`src/sv/bszc_pkg.sv`:
```
// bszc_pkg: shared types, codes and constants of the sensorless zero-cross commutator
// no dependencies; compiled first
package bszc_pkg;

    // fixed field widths
    localparam int unsigned TIME_W    = 32;
    localparam int unsigned VOLT_W    = 16;
    localparam int unsigned STEP_W    = 3;
    localparam int unsigned SPEED_W   = 20;
    localparam int unsigned ALPHA_W   = 17;
    localparam int unsigned LIMIT_W   = 15;
    localparam int unsigned CFG_IDX_W = 3;
    localparam int unsigned CFG_DAT_W = 17;
    localparam int unsigned DIV_NUM_W = 24;
    localparam int unsigned DIV_CNT_W = 5;

    // motor constants
    localparam int unsigned PHASE_COUNT = 3;
    localparam logic [STEP_W-1:0]    STEP_LAST    = 3'd5;
    localparam logic [VOLT_W-1:0]    HYST_MV      = 16'd500;
    localparam logic [DIV_NUM_W-1:0] SPEED_NUM    = 24'd10000000;
    localparam logic [SPEED_W-1:0]   SPEED_MAX    = 20'd1000000;
    localparam logic [TIME_W-1:0]    PERIOD_RESET = 32'd50000;
    localparam logic [ALPHA_W-1:0]   ALPHA_ONE    = 17'd65536;

    // configuration register indexes
    localparam logic [CFG_IDX_W-1:0] CFG_SPIN_FORWARD = 3'd0;
    localparam logic [CFG_IDX_W-1:0] CFG_CROSS_THRESH = 3'd1;
    localparam logic [CFG_IDX_W-1:0] CFG_FILTER_ALPHA = 3'd2;
    localparam logic [CFG_IDX_W-1:0] CFG_VOLT_LIMIT   = 3'd3;
    localparam logic [CFG_IDX_W-1:0] CFG_CURR_LIMIT   = 3'd4;

    // configuration reset values
    localparam logic [LIMIT_W-1:0] THRESH_RESET = 15'd100;
    localparam logic [ALPHA_W-1:0] ALPHA_RESET  = 17'd6554;
    localparam logic [LIMIT_W-1:0] LIMIT_RESET  = 15'd32767;

    // fault codes
    localparam logic [1:0] FAULT_NONE = 2'd0;
    localparam logic [1:0] FAULT_OV   = 2'd1;
    localparam logic [1:0] FAULT_OC   = 2'd2;

    // phase indexes
    localparam logic [1:0] PH_A = 2'd0;
    localparam logic [1:0] PH_B = 2'd1;
    localparam logic [1:0] PH_C = 2'd2;

    typedef enum logic [2:0] {
        ST_IDLE,
        ST_CHECK,
        ST_MUL,
        ST_ADD,
        ST_DIV,
        ST_DONE
    } t_state;

    typedef struct packed {
        logic [TIME_W-1:0]        time_us;
        logic signed [VOLT_W-1:0] volt_a;
        logic signed [VOLT_W-1:0] volt_b;
        logic signed [VOLT_W-1:0] volt_c;
        logic signed [VOLT_W-1:0] curr_a;
        logic signed [VOLT_W-1:0] curr_b;
        logic signed [VOLT_W-1:0] curr_c;
    } t_sample;

    typedef struct packed {
        logic [STEP_W-1:0]        step_index;
        logic                     commutated;
        logic [TIME_W-1:0]        period_us;
        logic [SPEED_W-1:0]       speed_rpm;
        logic [1:0]               fault_code;
        logic                     halted;
        logic signed [VOLT_W-1:0] bemf_mv;
    } t_result;

    // divider request and response
    typedef struct packed {
        logic                 start;
        logic [DIV_NUM_W-1:0] num;
        logic [TIME_W-1:0]    den;
    } t_div_req;

    typedef struct packed {
        logic                 done;
        logic [DIV_NUM_W-1:0] quot;
    } t_div_rsp;

    // floating phase for steps 0..5 is C,B,A,C,B,A
    function automatic logic [1:0] open_phase(input logic [STEP_W-1:0] step);
        logic [1:0] ph;
        case (step)
            3'd0, 3'd3: ph = PH_C;
            3'd1, 3'd4: ph = PH_B;
            default:    ph = PH_A;
        endcase
        return ph;
    endfunction

endpackage

```
`src/sv/bszc_if.sv`:
```
// bszc_if: valid/ready channel interfaces for sample sets and results
// depends on bszc_pkg
interface bszc_smp_if;
    logic               valid;
    logic               ready;
    bszc_pkg::t_sample  data;

    modport source (output valid, output data, input ready);
    modport sink   (input valid, input data, output ready);
endinterface

interface bszc_res_if;
    logic               valid;
    logic               ready;
    bszc_pkg::t_result  data;

    modport source (output valid, output data, input ready);
    modport sink   (input valid, input data, output ready);
endinterface

```
`src/sv/bszc_div.sv`:
```
// bszc_div: restoring serial divider, one quotient bit per cycle
// depends on bszc_pkg
module bszc_div (
    input  logic               i_clk,
    input  logic               i_rst_n,
    input  bszc_pkg::t_div_req i_req,
    output bszc_pkg::t_div_rsp o_rsp
);

    logic                             r_busy;
    logic                             r_done;
    logic [bszc_pkg::DIV_CNT_W-1:0]   r_cnt;
    logic [bszc_pkg::TIME_W-1:0]      r_rem;
    logic [bszc_pkg::TIME_W-1:0]      r_den;
    logic [bszc_pkg::DIV_NUM_W-1:0]   r_num;
    logic [bszc_pkg::DIV_NUM_W-1:0]   r_quot;

    logic [bszc_pkg::TIME_W:0]        rem_sh;
    logic [bszc_pkg::TIME_W:0]        rem_sub;
    logic                             fits;

    // trial subtract of the shifted remainder
    always_comb begin
        rem_sh  = {r_rem, r_num[bszc_pkg::DIV_NUM_W-1]};
        rem_sub = rem_sh - {1'b0, r_den};
        fits    = (rem_sh >= {1'b0, r_den});
    end

    // control
    always_ff @(posedge i_clk) begin
        if (!i_rst_n) begin
            r_busy <= 1'b0;
            r_done <= 1'b0;
            r_cnt  <= '0;
        end else begin
            r_done <= 1'b0;
            if (i_req.start) begin
                r_busy <= 1'b1;
                r_cnt  <= bszc_pkg::DIV_CNT_W'(bszc_pkg::DIV_NUM_W);
            end else if (r_busy) begin
                r_cnt <= r_cnt - 1'b1;
                if (r_cnt == bszc_pkg::DIV_CNT_W'(1)) begin
                    r_busy <= 1'b0;
                    r_done <= 1'b1;
                end
            end
        end
    end

    // datapath
    always_ff @(posedge i_clk) begin
        if (i_req.start) begin
            r_rem  <= '0;
            r_den  <= i_req.den;
            r_num  <= i_req.num;
            r_quot <= '0;
        end else if (r_busy) begin
            r_rem  <= fits ? rem_sub[bszc_pkg::TIME_W-1:0] : rem_sh[bszc_pkg::TIME_W-1:0];
            r_num  <= {r_num[bszc_pkg::DIV_NUM_W-2:0], 1'b0};
            r_quot <= {r_quot[bszc_pkg::DIV_NUM_W-2:0], fits};
        end
    end

    assign o_rsp.done = r_done;
    assign o_rsp.quot = r_quot;

endmodule

```
`src/sv/bldc_sensorless_zero_cross_commutator_top.sv`:
```
// bldc_sensorless_zero_cross_commutator_top: fault check, bemf filter, crossing detect
// depends on bszc_pkg, bszc_if, bszc_div
// a sample set passes CHECK, MUL and ADD, then DONE loads the output register; when halted
// or faulted it goes from CHECK straight to DONE; a crossing runs the 24-step serial divider
// for speed in DIV; a new sample set is taken only in IDLE, after DONE, which waits on output stall
// reset (synchronous, active low) clears step, polarity, stores, halt and output valid
module bldc_sensorless_zero_cross_commutator_top #(
    parameter int unsigned BLANK_US = 10
) (
    input  logic                                i_clk,
    input  logic                                i_rst_n,
    bszc_smp_if.sink                            i_smp,
    bszc_res_if.source                          o_res,
    input  logic                                i_cfg_we,
    input  logic [bszc_pkg::CFG_IDX_W-1:0]      i_cfg_idx,
    input  logic [bszc_pkg::CFG_DAT_W-1:0]      i_cfg_wdata
);

    localparam int unsigned VW = bszc_pkg::VOLT_W;

    bszc_pkg::t_state r_state, n_state;

    // configuration
    logic                              r_spin_fwd;
    logic [bszc_pkg::LIMIT_W-1:0]      r_thresh;
    logic [bszc_pkg::ALPHA_W-1:0]      r_alpha;
    logic [bszc_pkg::LIMIT_W-1:0]      r_volt_lim;
    logic [bszc_pkg::LIMIT_W-1:0]      r_curr_lim;

    // motor state
    logic [bszc_pkg::STEP_W-1:0]       r_step;
    logic                              r_falling;
    logic [bszc_pkg::TIME_W-1:0]       r_last_cross;
    logic [bszc_pkg::TIME_W-1:0]       r_period;
    logic [bszc_pkg::SPEED_W-1:0]      r_speed;
    logic signed [VW-1:0]              r_bemf [bszc_pkg::PHASE_COUNT];
    logic                              r_halt;

    // per-item working registers
    bszc_pkg::t_sample                 r_smp;
    logic [1:0]                        r_fault;
    logic                              r_comm;
    logic signed [VW-1:0]              r_bemf_out;
    logic signed [VW:0]                r_diff;
    logic signed [VW+18:0]             r_prod;
    logic [bszc_pkg::TIME_W-1:0]       r_elapsed;

    // output register
    logic                              r_out_valid;
    bszc_pkg::t_result                 r_out;

    // control strobes
    logic                              smp_xfer;
    logic                              res_xfer;
    logic                              load_out;
    logic                              div_start;

    logic [1:0]                        ph;
    logic signed [VW-1:0]              store_ph;
    logic signed [VW-1:0]              volt_ph;
    logic [1:0]                        fault_now;
    logic [bszc_pkg::ALPHA_W-1:0]      alpha_sat;
    logic signed [VW+18:0]             prod_rnd;
    logic signed [VW+2:0]              bemf_sum;
    logic signed [VW-1:0]              bemf_new;
    logic signed [VW+1:0]              lim;
    logic                              crossed;
    logic                              advance;
    logic [bszc_pkg::STEP_W-1:0]       step_next;
    logic signed [VW-1:0]              vlim_s;
    logic signed [VW-1:0]              clim_s;

    bszc_pkg::t_div_req                div_req;
    bszc_pkg::t_div_rsp                div_rsp;

    assign smp_xfer = i_smp.valid && i_smp.ready;
    assign res_xfer = r_out_valid && o_res.ready;

    // floating phase selection
    always_comb begin
        ph       = bszc_pkg::open_phase(r_step);
        store_ph = r_bemf[ph];
        case (ph)
            bszc_pkg::PH_A: volt_ph = r_smp.volt_a;
            bszc_pkg::PH_B: volt_ph = r_smp.volt_b;
            default:        volt_ph = r_smp.volt_c;
        endcase
    end

    // fault scan in A,B,C order, overvoltage before overcurrent
    always_comb begin
        vlim_s = $signed({1'b0, r_volt_lim});
        clim_s = $signed({1'b0, r_curr_lim});
        if (r_smp.volt_a > vlim_s)      fault_now = bszc_pkg::FAULT_OV;
        else if (r_smp.curr_a > clim_s) fault_now = bszc_pkg::FAULT_OC;
        else if (r_smp.volt_b > vlim_s) fault_now = bszc_pkg::FAULT_OV;
        else if (r_smp.curr_b > clim_s) fault_now = bszc_pkg::FAULT_OC;
        else if (r_smp.volt_c > vlim_s) fault_now = bszc_pkg::FAULT_OV;
        else if (r_smp.curr_c > clim_s) fault_now = bszc_pkg::FAULT_OC;
        else                            fault_now = bszc_pkg::FAULT_NONE;
    end

    // filter: s + floor((alpha*(v-s) + 2^15) / 2^16), crossing test on the result
    always_comb begin
        alpha_sat = (r_alpha > bszc_pkg::ALPHA_ONE) ? bszc_pkg::ALPHA_ONE : r_alpha;
        prod_rnd  = r_prod + (VW+19)'(32768);
        bemf_sum  = (VW+3)'(store_ph) + (VW+3)'(prod_rnd >>> 16);
        if (bemf_sum > (VW+3)'(32767))       bemf_new = 16'sh7FFF;
        else if (bemf_sum < -(VW+3)'(32768)) bemf_new = 16'sh8000;
        else                                 bemf_new = bemf_sum[VW-1:0];
        lim     = $signed((VW+2)'(r_thresh) + (VW+2)'(bszc_pkg::HYST_MV));
        crossed = r_falling ? ((VW+2)'(bemf_new) < -lim) : ((VW+2)'(bemf_new) > lim);
        advance = crossed && (r_elapsed >= bszc_pkg::TIME_W'(BLANK_US));
        if (r_spin_fwd)
            step_next = (r_step == bszc_pkg::STEP_LAST) ? '0 : r_step + 1'b1;
        else
            step_next = (r_step == '0) ? bszc_pkg::STEP_LAST : r_step - 1'b1;
    end

    // sequencer state register
    always_ff @(posedge i_clk) begin
        if (!i_rst_n) begin
            r_state <= bszc_pkg::ST_IDLE;
        end else begin
            r_state <= n_state;
        end
    end

    // sequencer next state and strobes
    always_comb begin
        n_state   = r_state;
        load_out  = 1'b0;
        div_start = 1'b0;
        case (r_state)
            bszc_pkg::ST_IDLE: begin
                if (smp_xfer) n_state = bszc_pkg::ST_CHECK;
            end
            bszc_pkg::ST_CHECK: begin
                if (r_halt || fault_now != bszc_pkg::FAULT_NONE) n_state = bszc_pkg::ST_DONE;
                else n_state = bszc_pkg::ST_MUL;
            end
            bszc_pkg::ST_MUL: begin
                n_state = bszc_pkg::ST_ADD;
            end
            bszc_pkg::ST_ADD: begin
                if (advance) begin
                    div_start = 1'b1;
                    n_state   = bszc_pkg::ST_DIV;
                end else begin
                    n_state = bszc_pkg::ST_DONE;
                end
            end
            bszc_pkg::ST_DIV: begin
                if (div_rsp.done) n_state = bszc_pkg::ST_DONE;
            end
            bszc_pkg::ST_DONE: begin
                if (!r_out_valid || o_res.ready) begin
                    load_out = 1'b1;
                    n_state  = bszc_pkg::ST_IDLE;
                end
            end
            default: n_state = bszc_pkg::ST_IDLE;
        endcase
    end

    assign i_smp.ready = (r_state == bszc_pkg::ST_IDLE);

    // configuration writes
    always_ff @(posedge i_clk) begin
        if (!i_rst_n) begin
            r_spin_fwd <= 1'b1;
            r_thresh   <= bszc_pkg::THRESH_RESET;
            r_alpha    <= bszc_pkg::ALPHA_RESET;
            r_volt_lim <= bszc_pkg::LIMIT_RESET;
            r_curr_lim <= bszc_pkg::LIMIT_RESET;
        end else if (i_cfg_we) begin
            case (i_cfg_idx)
                bszc_pkg::CFG_SPIN_FORWARD: r_spin_fwd <= i_cfg_wdata[0];
                bszc_pkg::CFG_CROSS_THRESH: r_thresh   <= i_cfg_wdata[bszc_pkg::LIMIT_W-1:0];
                bszc_pkg::CFG_FILTER_ALPHA: r_alpha    <= i_cfg_wdata;
                bszc_pkg::CFG_VOLT_LIMIT:   r_volt_lim <= i_cfg_wdata[bszc_pkg::LIMIT_W-1:0];
                bszc_pkg::CFG_CURR_LIMIT:   r_curr_lim <= i_cfg_wdata[bszc_pkg::LIMIT_W-1:0];
                default: ;
            endcase
        end
    end

    // motor state updates
    always_ff @(posedge i_clk) begin
        if (!i_rst_n) begin
            r_step       <= '0;
            r_falling    <= 1'b0;
            r_last_cross <= '0;
            r_period     <= bszc_pkg::PERIOD_RESET;
            r_speed      <= '0;
            r_halt       <= 1'b0;
            for (int i = 0; i < bszc_pkg::PHASE_COUNT; i++) r_bemf[i] <= '0;
        end else begin
            if (r_state == bszc_pkg::ST_CHECK && !r_halt
                && fault_now != bszc_pkg::FAULT_NONE) begin
                r_halt <= 1'b1;
            end
            if (r_state == bszc_pkg::ST_ADD) begin
                r_bemf[ph] <= bemf_new;
                if (advance) begin
                    r_period     <= r_elapsed;
                    r_step       <= step_next;
                    r_last_cross <= r_smp.time_us;
                    r_falling    <= ~r_falling;
                end
            end
            // saturate the divider quotient
            if (r_state == bszc_pkg::ST_DIV && div_rsp.done) begin
                if (div_rsp.quot > bszc_pkg::DIV_NUM_W'(bszc_pkg::SPEED_MAX))
                    r_speed <= bszc_pkg::SPEED_MAX;
                else
                    r_speed <= div_rsp.quot[bszc_pkg::SPEED_W-1:0];
            end
        end
    end

    // per-item datapath registers
    always_ff @(posedge i_clk) begin
        if (smp_xfer) begin
            r_smp <= i_smp.data;
        end
        case (r_state)
            bszc_pkg::ST_CHECK: begin
                r_fault    <= r_halt ? bszc_pkg::FAULT_NONE : fault_now;
                r_comm     <= 1'b0;
                r_bemf_out <= store_ph;
                r_diff     <= (VW+1)'(volt_ph) - (VW+1)'(store_ph);
            end
            bszc_pkg::ST_MUL: begin
                r_prod    <= (VW+19)'($signed({1'b0, alpha_sat})) * (VW+19)'(r_diff);
                r_elapsed <= r_smp.time_us - r_last_cross;
            end
            bszc_pkg::ST_ADD: begin
                r_bemf_out <= bemf_new;
                r_comm     <= advance;
            end
            default: ;
        endcase
    end

    // output register
    always_ff @(posedge i_clk) begin
        if (!i_rst_n) begin
            r_out_valid <= 1'b0;
        end else if (load_out) begin
            r_out_valid <= 1'b1;
        end else if (res_xfer) begin
            r_out_valid <= 1'b0;
        end
    end

    always_ff @(posedge i_clk) begin
        if (load_out) begin
            r_out.step_index <= r_step;
            r_out.commutated <= r_comm;
            r_out.period_us  <= r_period;
            r_out.speed_rpm  <= r_speed;
            r_out.fault_code <= r_fault;
            r_out.halted     <= r_halt;
            r_out.bemf_mv    <= r_bemf_out;
        end
    end

    assign o_res.valid = r_out_valid;
    assign o_res.data  = r_out;

    // speed divider
    assign div_req.start = div_start;
    assign div_req.num   = bszc_pkg::SPEED_NUM;
    assign div_req.den   = r_elapsed;

    bszc_div u_div (
        .i_clk   (i_clk),
        .i_rst_n (i_rst_n),
        .i_req   (div_req),
        .o_rsp   (div_rsp)
    );

    // the halt latch never clears outside reset
    a_halt_sticky: assert property (@(posedge i_clk) disable iff (!i_rst_n)
        r_halt |=> r_halt)
        else $error("halt latch cleared");

    // a commutation never comes with a halt or a fault
    a_comm_no_halt: assert property (@(posedge i_clk) disable iff (!i_rst_n)
        r_out_valid |-> !(r_out.commutated && (r_out.halted
            || r_out.fault_code != bszc_pkg::FAULT_NONE)))
        else $error("commutation reported together with halt");

    // a fault in a result implies the halt is latched
    a_fault_halts: assert property (@(posedge i_clk) disable iff (!i_rst_n)
        (r_out_valid && r_out.fault_code != bszc_pkg::FAULT_NONE) |-> r_out.halted)
        else $error("fault without halt");

    // step stays in 0..5
    a_step_range: assert property (@(posedge i_clk) disable iff (!i_rst_n)
        r_step <= bszc_pkg::STEP_LAST)
        else $error("step out of range");

    // divider is started only on the way into the divide state
    a_div_start: assert property (@(posedge i_clk) disable iff (!i_rst_n)
        div_start |=> (r_state == bszc_pkg::ST_DIV))
        else $error("divider started outside divide state");

endmodule

```
`src/flat_wrapper.sv`:
```
// flat-port wrapper written by rule: the top's interface ports become plain ports
module bldc_sensorless_zero_cross_commutator_top_flat 
#(
    parameter int unsigned BLANK_US = 10
)
  (i_clk, i_rst_n, i_cfg_we, i_cfg_idx, i_cfg_wdata, i_smp_valid, i_smp_data, i_smp_ready, o_res_valid, o_res_data, o_res_ready);
  bszc_smp_if i_smp_i ();
  bszc_res_if o_res_i ();
  input  logic i_clk;
  input  logic i_rst_n;
  input  logic i_cfg_we;
  input  logic [bszc_pkg::CFG_IDX_W-1:0] i_cfg_idx;
  input  logic [bszc_pkg::CFG_DAT_W-1:0] i_cfg_wdata;
  input wire logic [$bits(i_smp_i.valid)-1:0] i_smp_valid;
  input wire logic [$bits(i_smp_i.data)-1:0] i_smp_data;
  output wire logic [$bits(i_smp_i.ready)-1:0] i_smp_ready;
  output wire logic [$bits(o_res_i.valid)-1:0] o_res_valid;
  output wire logic [$bits(o_res_i.data)-1:0] o_res_data;
  input wire logic [$bits(o_res_i.ready)-1:0] o_res_ready;
  assign i_smp_i.valid = i_smp_valid;
  assign i_smp_i.data = i_smp_data;
  assign i_smp_ready = i_smp_i.ready;
  assign o_res_valid = o_res_i.valid;
  assign o_res_data = o_res_i.data;
  assign o_res_i.ready = o_res_ready;
  bldc_sensorless_zero_cross_commutator_top #(.BLANK_US(BLANK_US)) u_core (.i_clk(i_clk), .i_rst_n(i_rst_n), .i_smp(i_smp_i), .o_res(o_res_i), .i_cfg_we(i_cfg_we), .i_cfg_idx(i_cfg_idx), .i_cfg_wdata(i_cfg_wdata));
endmodule
```
`config.mk`:
```
export PLATFORM = sky130hd
export DESIGN_NAME = bldc_sensorless_zero_cross_commutator_top_flat
export DESIGN_NICKNAME = d
export VERILOG_FILES = /design/src/sv/bszc_pkg.sv /design/src/sv/bszc_if.sv /design/src/sv/bszc_div.sv /design/src/sv/bldc_sensorless_zero_cross_commutator_top.sv /design/src/flat_wrapper.sv
export SDC_FILE = /design/constraint.sdc
export NUM_CORES = 2
export LEC_CHECK = 0
export BUFFER_PORTS_ARGS = -buffer_cell sky130_fd_sc_hd__buf_2
export CAP_MARGIN = 20
export CORE_UTILIZATION = 62
export CTS_CLUSTER_DIAMETER = 60
export DETAILED_ROUTE_END_ITERATION = 12
export PLACE_DENSITY = 0.81
export SYNTH_ARGS = -nofsm -noshare
export SYNTH_HDL_FRONTEND = slang
export SYNTH_SLANG_ARGS = --single-unit
```
`constraint.sdc`:
```
create_clock -name i_clk -period 11.4 [get_ports i_clk]
set_input_delay 3.42 -clock i_clk [delete_from_list [all_inputs] [get_ports i_clk]]
set_output_delay 3.42 -clock i_clk [all_outputs]
set_load 0.03 [all_outputs]
```
=== After elaboration in Yosys (flattened, before gate mapping) ===
Memory sizes are Yosys's and may differ from the RTL's.
Cells that the tools add are included.

* Word-level logic and storage cells: 162
* Input bits: 153
* Output and inout port bits: 77
* Bits in registers: 574
* Memories kept: 1
* Memory bits (writable): 48

{| class="wikitable"
|+ Memory list
! memory !! words !! bits a word !! rd ports !! clocked after Yosys merged registers in !! wr ports !! RTL line !! text
|-
| u_core.r_bemf || 3 || 16 || 1 || 0 || 3 || bldc_sensorless_zero_cross_commutator_top.sv:36 || <nowiki>logic signed [VW-1:0] r_bemf [bszc_pkg::PHASE_COUNT];</nowiki>
|}

* Multiply operators: 1
* Order comparisons: 14
* Reduce and logical (&&, ||, !) cells: 30
* Bitwise gates (word level): 3
* Eq/ne operators: 18
* Multiplexer cells: 44
* $add $sub $neg: 10

{| class="wikitable"
|+ Operators by type and width
! kind !! count
|-
| > comparator 16 bit || 6
|-
| one-hot mux 16 bit (2 select lines) || 2
|-
| subtractor 32 bit || 2
|-
| 2-to-1 mux 16 bit || 3
|-
| adder 35 x 17 -> 35 bit (second input constant) || 1
|-
| multiplier 18 x 17 -> 35 bit || 1
|-
| greater-or-equal comparator 33 x 32 -> 1 bit || 1
|-
| greater-or-equal comparator 32 x 4 -> 1 bit (second input constant) || 1
|-
| 2-to-1 mux 32 bit || 1
|-
| > comparator 24 x 20 -> 1 bit (second input constant) || 1
|-
| 2-to-1 mux 3 bit || 7
|-
| 2-to-1 mux 20 bit || 1
|-
| adder 16 x 19 -> 19 bit || 1
|-
| > comparator 19 x 16 -> 1 bit (second input constant) || 1
|-
| less-than comparator 19 x 16 -> 1 bit (second input constant) || 1
|-
| less-than comparator 16 x 18 -> 1 bit || 1
|-
| negation 18 bit || 1
|-
| one-hot mux 3 bit (6 select lines) || 1
|-
| > comparator 16 x 17 -> 1 bit || 1
|-
| > comparator 17 bit (second input constant) || 1
|-
| 2-to-1 mux 1 bit || 17
|-
| 2-to-1 mux 17 bit || 1
|-
| subtractor 16 x 16 -> 17 bit || 1
|-
| adder 15 x 9 -> 16 bit (second input constant) || 1
|-
| other kinds (26) || 65
|}

=== Longest topological paths before layout ===
An unclocked memory read counts as a cell.

* Depth in word-level cells: 14
* Gate-level depth with buffers: 41
* Mapped depth without buffers: 35

=== Cells and area by module ===
Synthesis repeated with hierarchy kept, for this count alone.

* Cell total of the unflattened synthesis: 3,838
* Area total of the unflattened synthesis: 40,271.1 um^2

{| class="wikitable"
|+ By module, submodules not included
! module !! instances !! sequential area each (um^2) !! cells an instance !! area an instance (um^2)
|-
| bldc_sensorless_zero_cross_commutator_top || 1 || 13,783.2 || 3,205 || 33,870.0
|-
| bszc_div || 1 || 2,942.8 || 633 || 6,401.1
|}

=== Least setup slack after synthesis ===
OpenSTA, ideal clock, no wires.

* Path kind: reg-to-reg
* Start point: reg u_core.r_step[0] in the netlist's numbering
* End point: reg u_core.u_div.r_den[0] in the netlist's numbering (enable)
* Data arrival time: 7.582 ns
* Setup time: 0.378 ns
* Data required time: 11.022 ns
* Slack: 3.440 ns
* Cell stages (with the launch flop): 30
* Cells stage by stage: dfxtp_1 buf_4 xnor2_1 nor2_1 clkbuf_1 mux4_2 ha_1 and3_1 and2_1 a221o_1 a2111oi_0 nand3_1 and3_1 a211oi_1 a21o_1 clkbuf_1 a21oi_1 inv_1 ha_1 a21o_1 a21o_1 a21oi_1 a21oi_1 nor2b_1 a32o_1 a2111oi_2 a211o_1 buf_4 buf_4 buf_2

* Longest elaborated chain between the ends: 13
* Elaborated cells on any way between the ends: 19
* Classes of those cells: 1 x add/sub; 4 x order compare; 3 x eq/ne; 6 x mux; 4 x reduce/logical; 1 x memory

{| class="wikitable"
|+ RTL lines
! item !! RTL line !! text
|-
| start: declaration || bldc_sensorless_zero_cross_commutator_top.sv:31 || <nowiki>logic [bszc_pkg::STEP_W-1:0] r_step;</nowiki>
|-
| start signal: assignment || bldc_sensorless_zero_cross_commutator_top.sv:207 || <nowiki>r_step <= step_next;</nowiki>
|-
| == test 3 x 1 -> 1 bit (tied with other cells) || bszc_pkg.sv:92 || <nowiki>case (step)</nowiki>
|-
| OR reduction 2 bit || bszc_pkg.sv:92 ||
|-
| one-hot mux 2 bit (2 select lines) (*) || bszc_pkg.sv:92 ||
|-
| memory read (3 x 16 bit) (*) || - ||
|-
| adder 16 x 19 -> 19 bit (*) || bldc_sensorless_zero_cross_commutator_top.sv:107 || <nowiki>bemf_sum = (VW+3)'(store_ph) + (VW+3)'(prod_rnd >>> 16);</nowiki>
|-
| less-than comparator 19 x 16 -> 1 bit || bldc_sensorless_zero_cross_commutator_top.sv:109 || <nowiki>else if (bemf_sum < -(VW+3)'(32768)) bemf_new = 16'sh8000;</nowiki>
|-
| 2-to-1 mux 16 bit || bldc_sensorless_zero_cross_commutator_top.sv:109 ||
|-
| 2-to-1 mux 16 bit (*) || bldc_sensorless_zero_cross_commutator_top.sv:108 || <nowiki>if (bemf_sum > (VW+3)'(32767)) bemf_new = 16'sh7FFF;</nowiki>
|-
| named net u_core.bemf_new[7] || bldc_sensorless_zero_cross_commutator_top.sv:65 || <nowiki>logic signed [VW-1:0] bemf_new;</nowiki>
|-
| less-than comparator 16 x 18 -> 1 bit or > comparator 16 x 17 -> 1 bit (tied branches) || bldc_sensorless_zero_cross_commutator_top.sv:112 || <nowiki>crossed = r_falling ? ((VW+2)'(bemf_new) < -lim) : ((VW+2)'(bemf_new) > lim);</nowiki>
|-
| 2-to-1 mux 1 bit (*) || bldc_sensorless_zero_cross_commutator_top.sv:112 ||
|-
| logical AND 1 bit (*) || bldc_sensorless_zero_cross_commutator_top.sv:113 || <nowiki>advance = crossed && (r_elapsed >= bszc_pkg::TIME_W'(BLANK_US));</nowiki>
|-
| 2-to-1 mux 1 bit (*) || bldc_sensorless_zero_cross_commutator_top.sv:146 || <nowiki>if (advance) begin</nowiki>
|-
| 2-to-1 mux 1 bit (*) || bldc_sensorless_zero_cross_commutator_top.sv:134 || <nowiki>case (r_state)</nowiki>
|-
| named net u_core.div_start || bldc_sensorless_zero_cross_commutator_top.sv:56 || <nowiki>logic div_start;</nowiki>
|-
| end signal: assignment || bszc_div.sv:54 || <nowiki>r_den <= i_req.den;</nowiki>
|-
| end: declaration || bszc_div.sv:14 || <nowiki>logic [bszc_pkg::TIME_W-1:0] r_den;</nowiki>
|}

Mark *: on every way through the listed nets, which the timed path passes. The rest lies on a longest branch.
A chain may end at the register's enable or synchronous reset.

=== Worst setup path after layout ===
* Start point: reg u_core.r_step[0] in the netlist's numbering
* End point: reg u_core.r_last_cross[2] in the netlist's numbering

* Longest elaborated chain between the ends: 12
* Elaborated cells on any way between the ends: 18
* Classes of those cells: 1 x add/sub; 4 x order compare; 3 x eq/ne; 4 x mux; 5 x reduce/logical; 1 x memory

{| class="wikitable"
|+ RTL lines
! item !! RTL line !! text
|-
| == test 3 x 1 -> 1 bit (tied with other cells) || bszc_pkg.sv:92 ||
|-
| OR reduction 2 bit || bszc_pkg.sv:92 ||
|-
| one-hot mux 2 bit (2 select lines) (*) || bszc_pkg.sv:92 ||
|-
| memory read (3 x 16 bit) (*) || - ||
|-
| adder 16 x 19 -> 19 bit (*) || bldc_sensorless_zero_cross_commutator_top.sv:107 ||
|-
| less-than comparator 19 x 16 -> 1 bit || bldc_sensorless_zero_cross_commutator_top.sv:109 ||
|-
| 2-to-1 mux 16 bit || bldc_sensorless_zero_cross_commutator_top.sv:109 ||
|-
| 2-to-1 mux 16 bit (*) || bldc_sensorless_zero_cross_commutator_top.sv:108 ||
|-
| named net u_core.bemf_new[15] || bldc_sensorless_zero_cross_commutator_top.sv:65 ||
|-
| less-than comparator 16 x 18 -> 1 bit or > comparator 16 x 17 -> 1 bit (tied branches) || bldc_sensorless_zero_cross_commutator_top.sv:112 ||
|-
| 2-to-1 mux 1 bit (*) || bldc_sensorless_zero_cross_commutator_top.sv:112 ||
|-
| logical AND 1 bit (*) || bldc_sensorless_zero_cross_commutator_top.sv:113 ||
|-
| AND reduction 2 bit (no source line) (*) || - ||
|-
| end signal: assignment || bldc_sensorless_zero_cross_commutator_top.sv:208 || <nowiki>r_last_cross <= r_smp.time_us;</nowiki>
|-
| end: declaration || bldc_sensorless_zero_cross_commutator_top.sv:33 || <nowiki>logic [bszc_pkg::TIME_W-1:0] r_last_cross;</nowiki>
|}

Marks and branches as above.

==> Flow_metrics.wiki <==
{| class="wikitable"
! Metric !! Value
|-
| Result of the run || complete, no violations
|-
| Simple-Gate Fraction of Synth Area || 0.139
|-
| Count of cells resized by post-cts repair || 0
|-
| Drt via density || just under 6
|-
| Post-synthesis xor/xnor area fraction || 0.0321
|-
| Filler cell count in the final layout || around 4500
|-
| Register-to-register setup slack || around 1600 ps
|-
| Number of I/O port buffers || approximately 230
|-
| Routability Congestion || slightly below 1
|-
| Met2 layer wire length in the routed design || around 44 mm
|-
| Final ANT Viol Nets || 0
|-
| Routed length on met1 || 41.5 mm
|-
| P&R area growth vs syn || 11.2%
|-
| Place WS || around 1900 ps
|-
| Via Count || 29000
|-
| Area share of the largest cell type after synthesis || 0.292
|-
| Required time reported for the critical path endpoint || approximately 12000 ps
|-
| Worst R2R Path Depth || 36
|-
| Number of global-route vias before repair || between 20000 and 30000
|-
| Crit share post-route || 0.859
|-
| Critical path depth in cells || 36
|-
| Max-cap violations || 0
|-
| Type of the worst min-delay path || reg2reg
|-
| Total met3 wirelength after detailed routing || around 8.6 mm
|-
| Final routed wirelength across all metal layers || approximately 97 mm
|-
| Number of flops mapped to enable cells by yosys || 387
|-
| Primary FF master, synth || sky130_fd_sc_hd__edfxtp_1
|-
| Top-count cell post-synth || sky130_fd_sc_hd__inv_1
|-
| Synth unique cells || 96
|-
| Seq cells post-synth || slightly above 600
|-
| Start point of the critical path || u_core.r_step[0]$_SDFFE_PN0P_
|-
| DIE AREA || approximately 0.065 sq mm
|-
| Dominant delay contributor by cell family on the critical path || compound AO/OA/AOI/OAI gates
|-
| Layout cells sized above 1 || 0.108
|-
| Worst setup skew after layout || approximately 45 ps
|-
| Total CTS buffers || about 70
|-
| Sequential fraction of the synthesis area || 0.411
|-
| Setup TNS after final layout || 0 ps
|-
| Area taken by flip-flops and latches || between 0.015 and 0.02 sq mm
|-
| WHS || 412 ps
|-
| Mux share of post-synthesis cell area || 0.0399
|-
| Slowest library cell on the worst path || sky130_fd_sc_hd__dfxtp_1
|-
| Setup repair after global routing missed its margin || no
|-
| Global-route congestion overflow total || 0
|-
| Average routed wire per standard cell || between 15 and 20 microns
|-
| Largest stage delay, worst path || between 700 and 800 ps
|-
| Most frequent CP cell || sky130_fd_sc_hd__nor2_1
|-
| Starting density of the core || 0.629
|-
| Clock tree root buffer cell || sky130_fd_sc_hd__clkbuf_16
|-
| Endpoint of the most critical setup path || u_core.r_last_cross[2]$_SDFFE_PN0P_
|-
| Post-layout total power || 0.0135 W
|-
| Synthesized-area fraction occupied by adder cells || 0.223
|-
| Highest metal used || met5
|-
| RR Startpoint || u_core.r_step[0]$_SDFFE_PN0P_
|-
| Count of pins on the block boundary || 230
|-
| Die X || about 260 microns
|-
| Final nets || 4731
|-
| Initial antenna violation count || 5
|-
| Final period demand of the worst path || between 9000 and 10000 ps
|-
| Fraction of the mapped netlist area in compound gates || 0.0986
|-
| Pin count of the biggest net entering global routing || 87
|-
| Largest area contributor in the synthesized netlist || sky130_fd_sc_hd__edfxtp_1
|-
| Hold buffer count at CTS || 0
|-
| Netlist Area Pre-Place || between 0.03 and 0.04 sq mm
|-
| Mean Syn Cell Area || 10.4 sq um
|-
| Count of endpoints failing setup in the final report || 0
|-
| Clk sinks || about 620
|-
| Pwr Density || ~300 mW/mm^2
|-
| Launching element type of the critical path || flop
|-
| Post-synth ARST share || 0
|-
| Worst Path Arrival || 10260 ps
|-
| Detailed Place HPWL || ~72 mm
|-
| Total of warnings raised by yosys || 0
|-
| # rows || ~90
|-
| Area of the multi-input gates || between 0.02 and 0.025 sq mm
|-
| Area contributors post-synth || sky130_fd_sc_hd__edfxtp_1 (29%), sky130_fd_sc_hd__dfxtp_1 (12%), sky130_fd_sc_hd__fa_1 (11%)
|-
| Gr usage total || 0.306
|-
| Later-pin clock latency in the skew report || around 640 ps
|-
| First-pass GRT wire length || 154 mm
|-
| Top achievable clock speed || between 100 and 150 MHz
|-
| Buf+Inv Stages, Crit Path || 7
|-
| Transition time at the pin with the least slew margin || 1070 ps
|-
| Final hold violation count || 0
|-
| Critical path peak fanout || 80
|-
| Clk buf depth || 3
|-
| Iter 0 DRT Violations || 2642
|-
| Number of levels the H-tree was split into || 3
|-
| LEAKAGE || between 15 and 20 nW
|-
| # DRC || 0
|-
| Number of standard cells after synthesis || ~3800
|-
| RR Endpoint || u_core.r_last_cross[2]$_SDFFE_PN0P_
|-
| Most numerous cell types in the synthesized netlist || sky130_fd_sc_hd__inv_1 (433), sky130_fd_sc_hd__nand2_1 (400), sky130_fd_sc_hd__edfxtp_1 (387), sky130_fd_sc_hd__ha_1 (347), sky130_fd_sc_hd__nor2_1 (319)
|-
| Floorplan Core Area || ~0.063 sq mm
|-
| TritonCTS clock tree || done
|-
| Register clock-pin slew on the reported worst setup and hold paths || 60 ps
|-
| Vertical extent of the die || 255 microns
|-
| Category of the critical setup timing path || reg2reg
|-
| Worst slew margin relative to its limit || 0.285
|-
| Number of pins exceeding their max-slew limit in the final report || 0
|-
| Dominant combinational cell family by area after synthesis || adder cells
|-
| CP Capture Type || flop
|-
| Minimum setup slack in the final design || 1600 ps
|-
| Detailed-router iteration count before antenna repair || 6
|-
| Post-CTS setup buffer count || 0
|-
| Peak supply drop || around 0.00055 V
|}
==> cell type report <==
class,count,area share
Antenna cell,1,0.0000566
Timing Repair Buffer,268,0.0336
Inverter,434,0.0369
Clock buffer,80,0.0416
Multi-Input combinational cell,2610,0.480
Sequential cell,623,0.370
Clock inverter,47,0.0139
Tap cell,846,0.0239
==> through the flow <==
| step | util | cell area (sq um) | instances |
|---|---|---|---|
| CTS | 0.699 | 44200 | 4906 |
| global placement | 0.660 | 41700 | 4779 |
| floorplan | - | 39800 | 3810 |
| global route | 0.700 | 44200 | 4909 |
| detailed placement | 0.660 | 41700 | 4779 |
| finish | 0.700 | 44200 | 4909 |
==> kinds of logic (layout without fill, tap and decap cells) <==
family	Yosys count	in the layout
AND/OR/NAND/NOR	1173	1173
flip-flops	623	623
buffers and inverters	577	829
AO/OA/AOI/OAI	575	575
adder cells (fa/ha/maj)	573	573
XOR/XNOR	145	145
multiplexers	142	142
other	1	3
==> worst min path at each step <==
stage               cells after the start                       startpoint                              end  slack (ps)
detailed placement                      0  u_core.r_fault[1]$_SDFFCE_PP0N_  u_core.o_res.data[18]$_DFFE_PP_         400
global route                            0  u_core.r_fault[1]$_SDFFCE_PP0N_  u_core.o_res.data[18]$_DFFE_PP_         430
CTS                                     0   u_core.r_bemf_out[8]$_DFFE_PP_   u_core.o_res.data[8]$_DFFE_PP_         420
global placement                        0  u_core.r_bemf_out[13]$_DFFE_PP_  u_core.o_res.data[13]$_DFFE_PP_         400
finish                                  0   u_core.r_bemf_out[8]$_DFFE_PP_   u_core.o_res.data[8]$_DFFE_PP_         410
floorplan                               0   u_core.r_bemf_out[0]$_DFFE_PP_   u_core.o_res.data[0]$_DFFE_PP_         400
==> layer usage <==
layer,GRT usage,up-vias
met4,0.104,4
met3,0.0556,195
met1,0.428,13900
met2,0.480,1341
met5,0,-
li1,-,13500
==> flip-flops by register name (all words and copies together), names as in the netlist, 20 cells and up <==
| register | count |
|---|---|
| u_core.u_div.r_rem | 32 |
| u_core.u_div.r_den | 32 |
| u_core.u_div.r_quot | 24 |
| u_core.r_elapsed | 32 |
| u_core.r_prod | 20 |
| u_core.r_smp | 128 |
| u_core.o_res.data | 75 |
| u_core.r_speed | 20 |
| u_core.r_bemf | 64 |
| u_core.r_last_cross | 32 |
| u_core.r_period | 32 |
==> placed cells by master, fill, tap and decap left out, types with 18 or more instances in the layout <==
cell type / instances
sky130_fd_sc_hd__a211o_1: 18
sky130_fd_sc_hd__a211oi_1: 44
sky130_fd_sc_hd__a21o_1: 58
sky130_fd_sc_hd__a21oi_1: 152
sky130_fd_sc_hd__a22oi_1: 28
sky130_fd_sc_hd__and2_1: 108
sky130_fd_sc_hd__and3_1: 46
sky130_fd_sc_hd__buf_2: 229
sky130_fd_sc_hd__buf_4: 36
sky130_fd_sc_hd__clkbuf_16: 71
sky130_fd_sc_hd__dfxtp_1: 235
sky130_fd_sc_hd__edfxtp_1: 387
sky130_fd_sc_hd__fa_1: 225
sky130_fd_sc_hd__ha_1: 347
sky130_fd_sc_hd__inv_1: 433
sky130_fd_sc_hd__mux2i_1: 126
sky130_fd_sc_hd__nand2_1: 400
sky130_fd_sc_hd__nand2b_1: 41
sky130_fd_sc_hd__nand3_1: 58
sky130_fd_sc_hd__nand4_1: 42
sky130_fd_sc_hd__nor2_1: 317
sky130_fd_sc_hd__nor2b_1: 47
sky130_fd_sc_hd__nor3_1: 26
sky130_fd_sc_hd__nor4_1: 21
sky130_fd_sc_hd__o211ai_1: 35
sky130_fd_sc_hd__o21a_1: 42
sky130_fd_sc_hd__o21ai_0: 84
sky130_fd_sc_hd__xnor2_1: 106
sky130_fd_sc_hd__xor2_1: 38
==> worst reg2reg max path, delay by kind of cell (launching register included) <==
family                   cells  cell delay, ps
AND/OR/NAND/NOR             10            1010
multiplexers                 1             290
buffers and inverters        7            1600
AO/OA/AOI/OAI               15            4870
adder cells (fa/ha/maj)      3            1130
flip-flops                   1             730
==> report_power, final <==
| group | total, W | internal, W | switching (W) |
|---|---|---|---|
| logic | 0.00783 | 0.00327 | 0.00455 |
| clock network | 0.00238 | 0.00143 | 0.000950 |
| registers | 0.00330 | 0.00303 | 0.000270 |
| total | 0.0135 | 0.00773 | 0.00577 |
No activity file was read; power rests on OpenSTA's default activity.
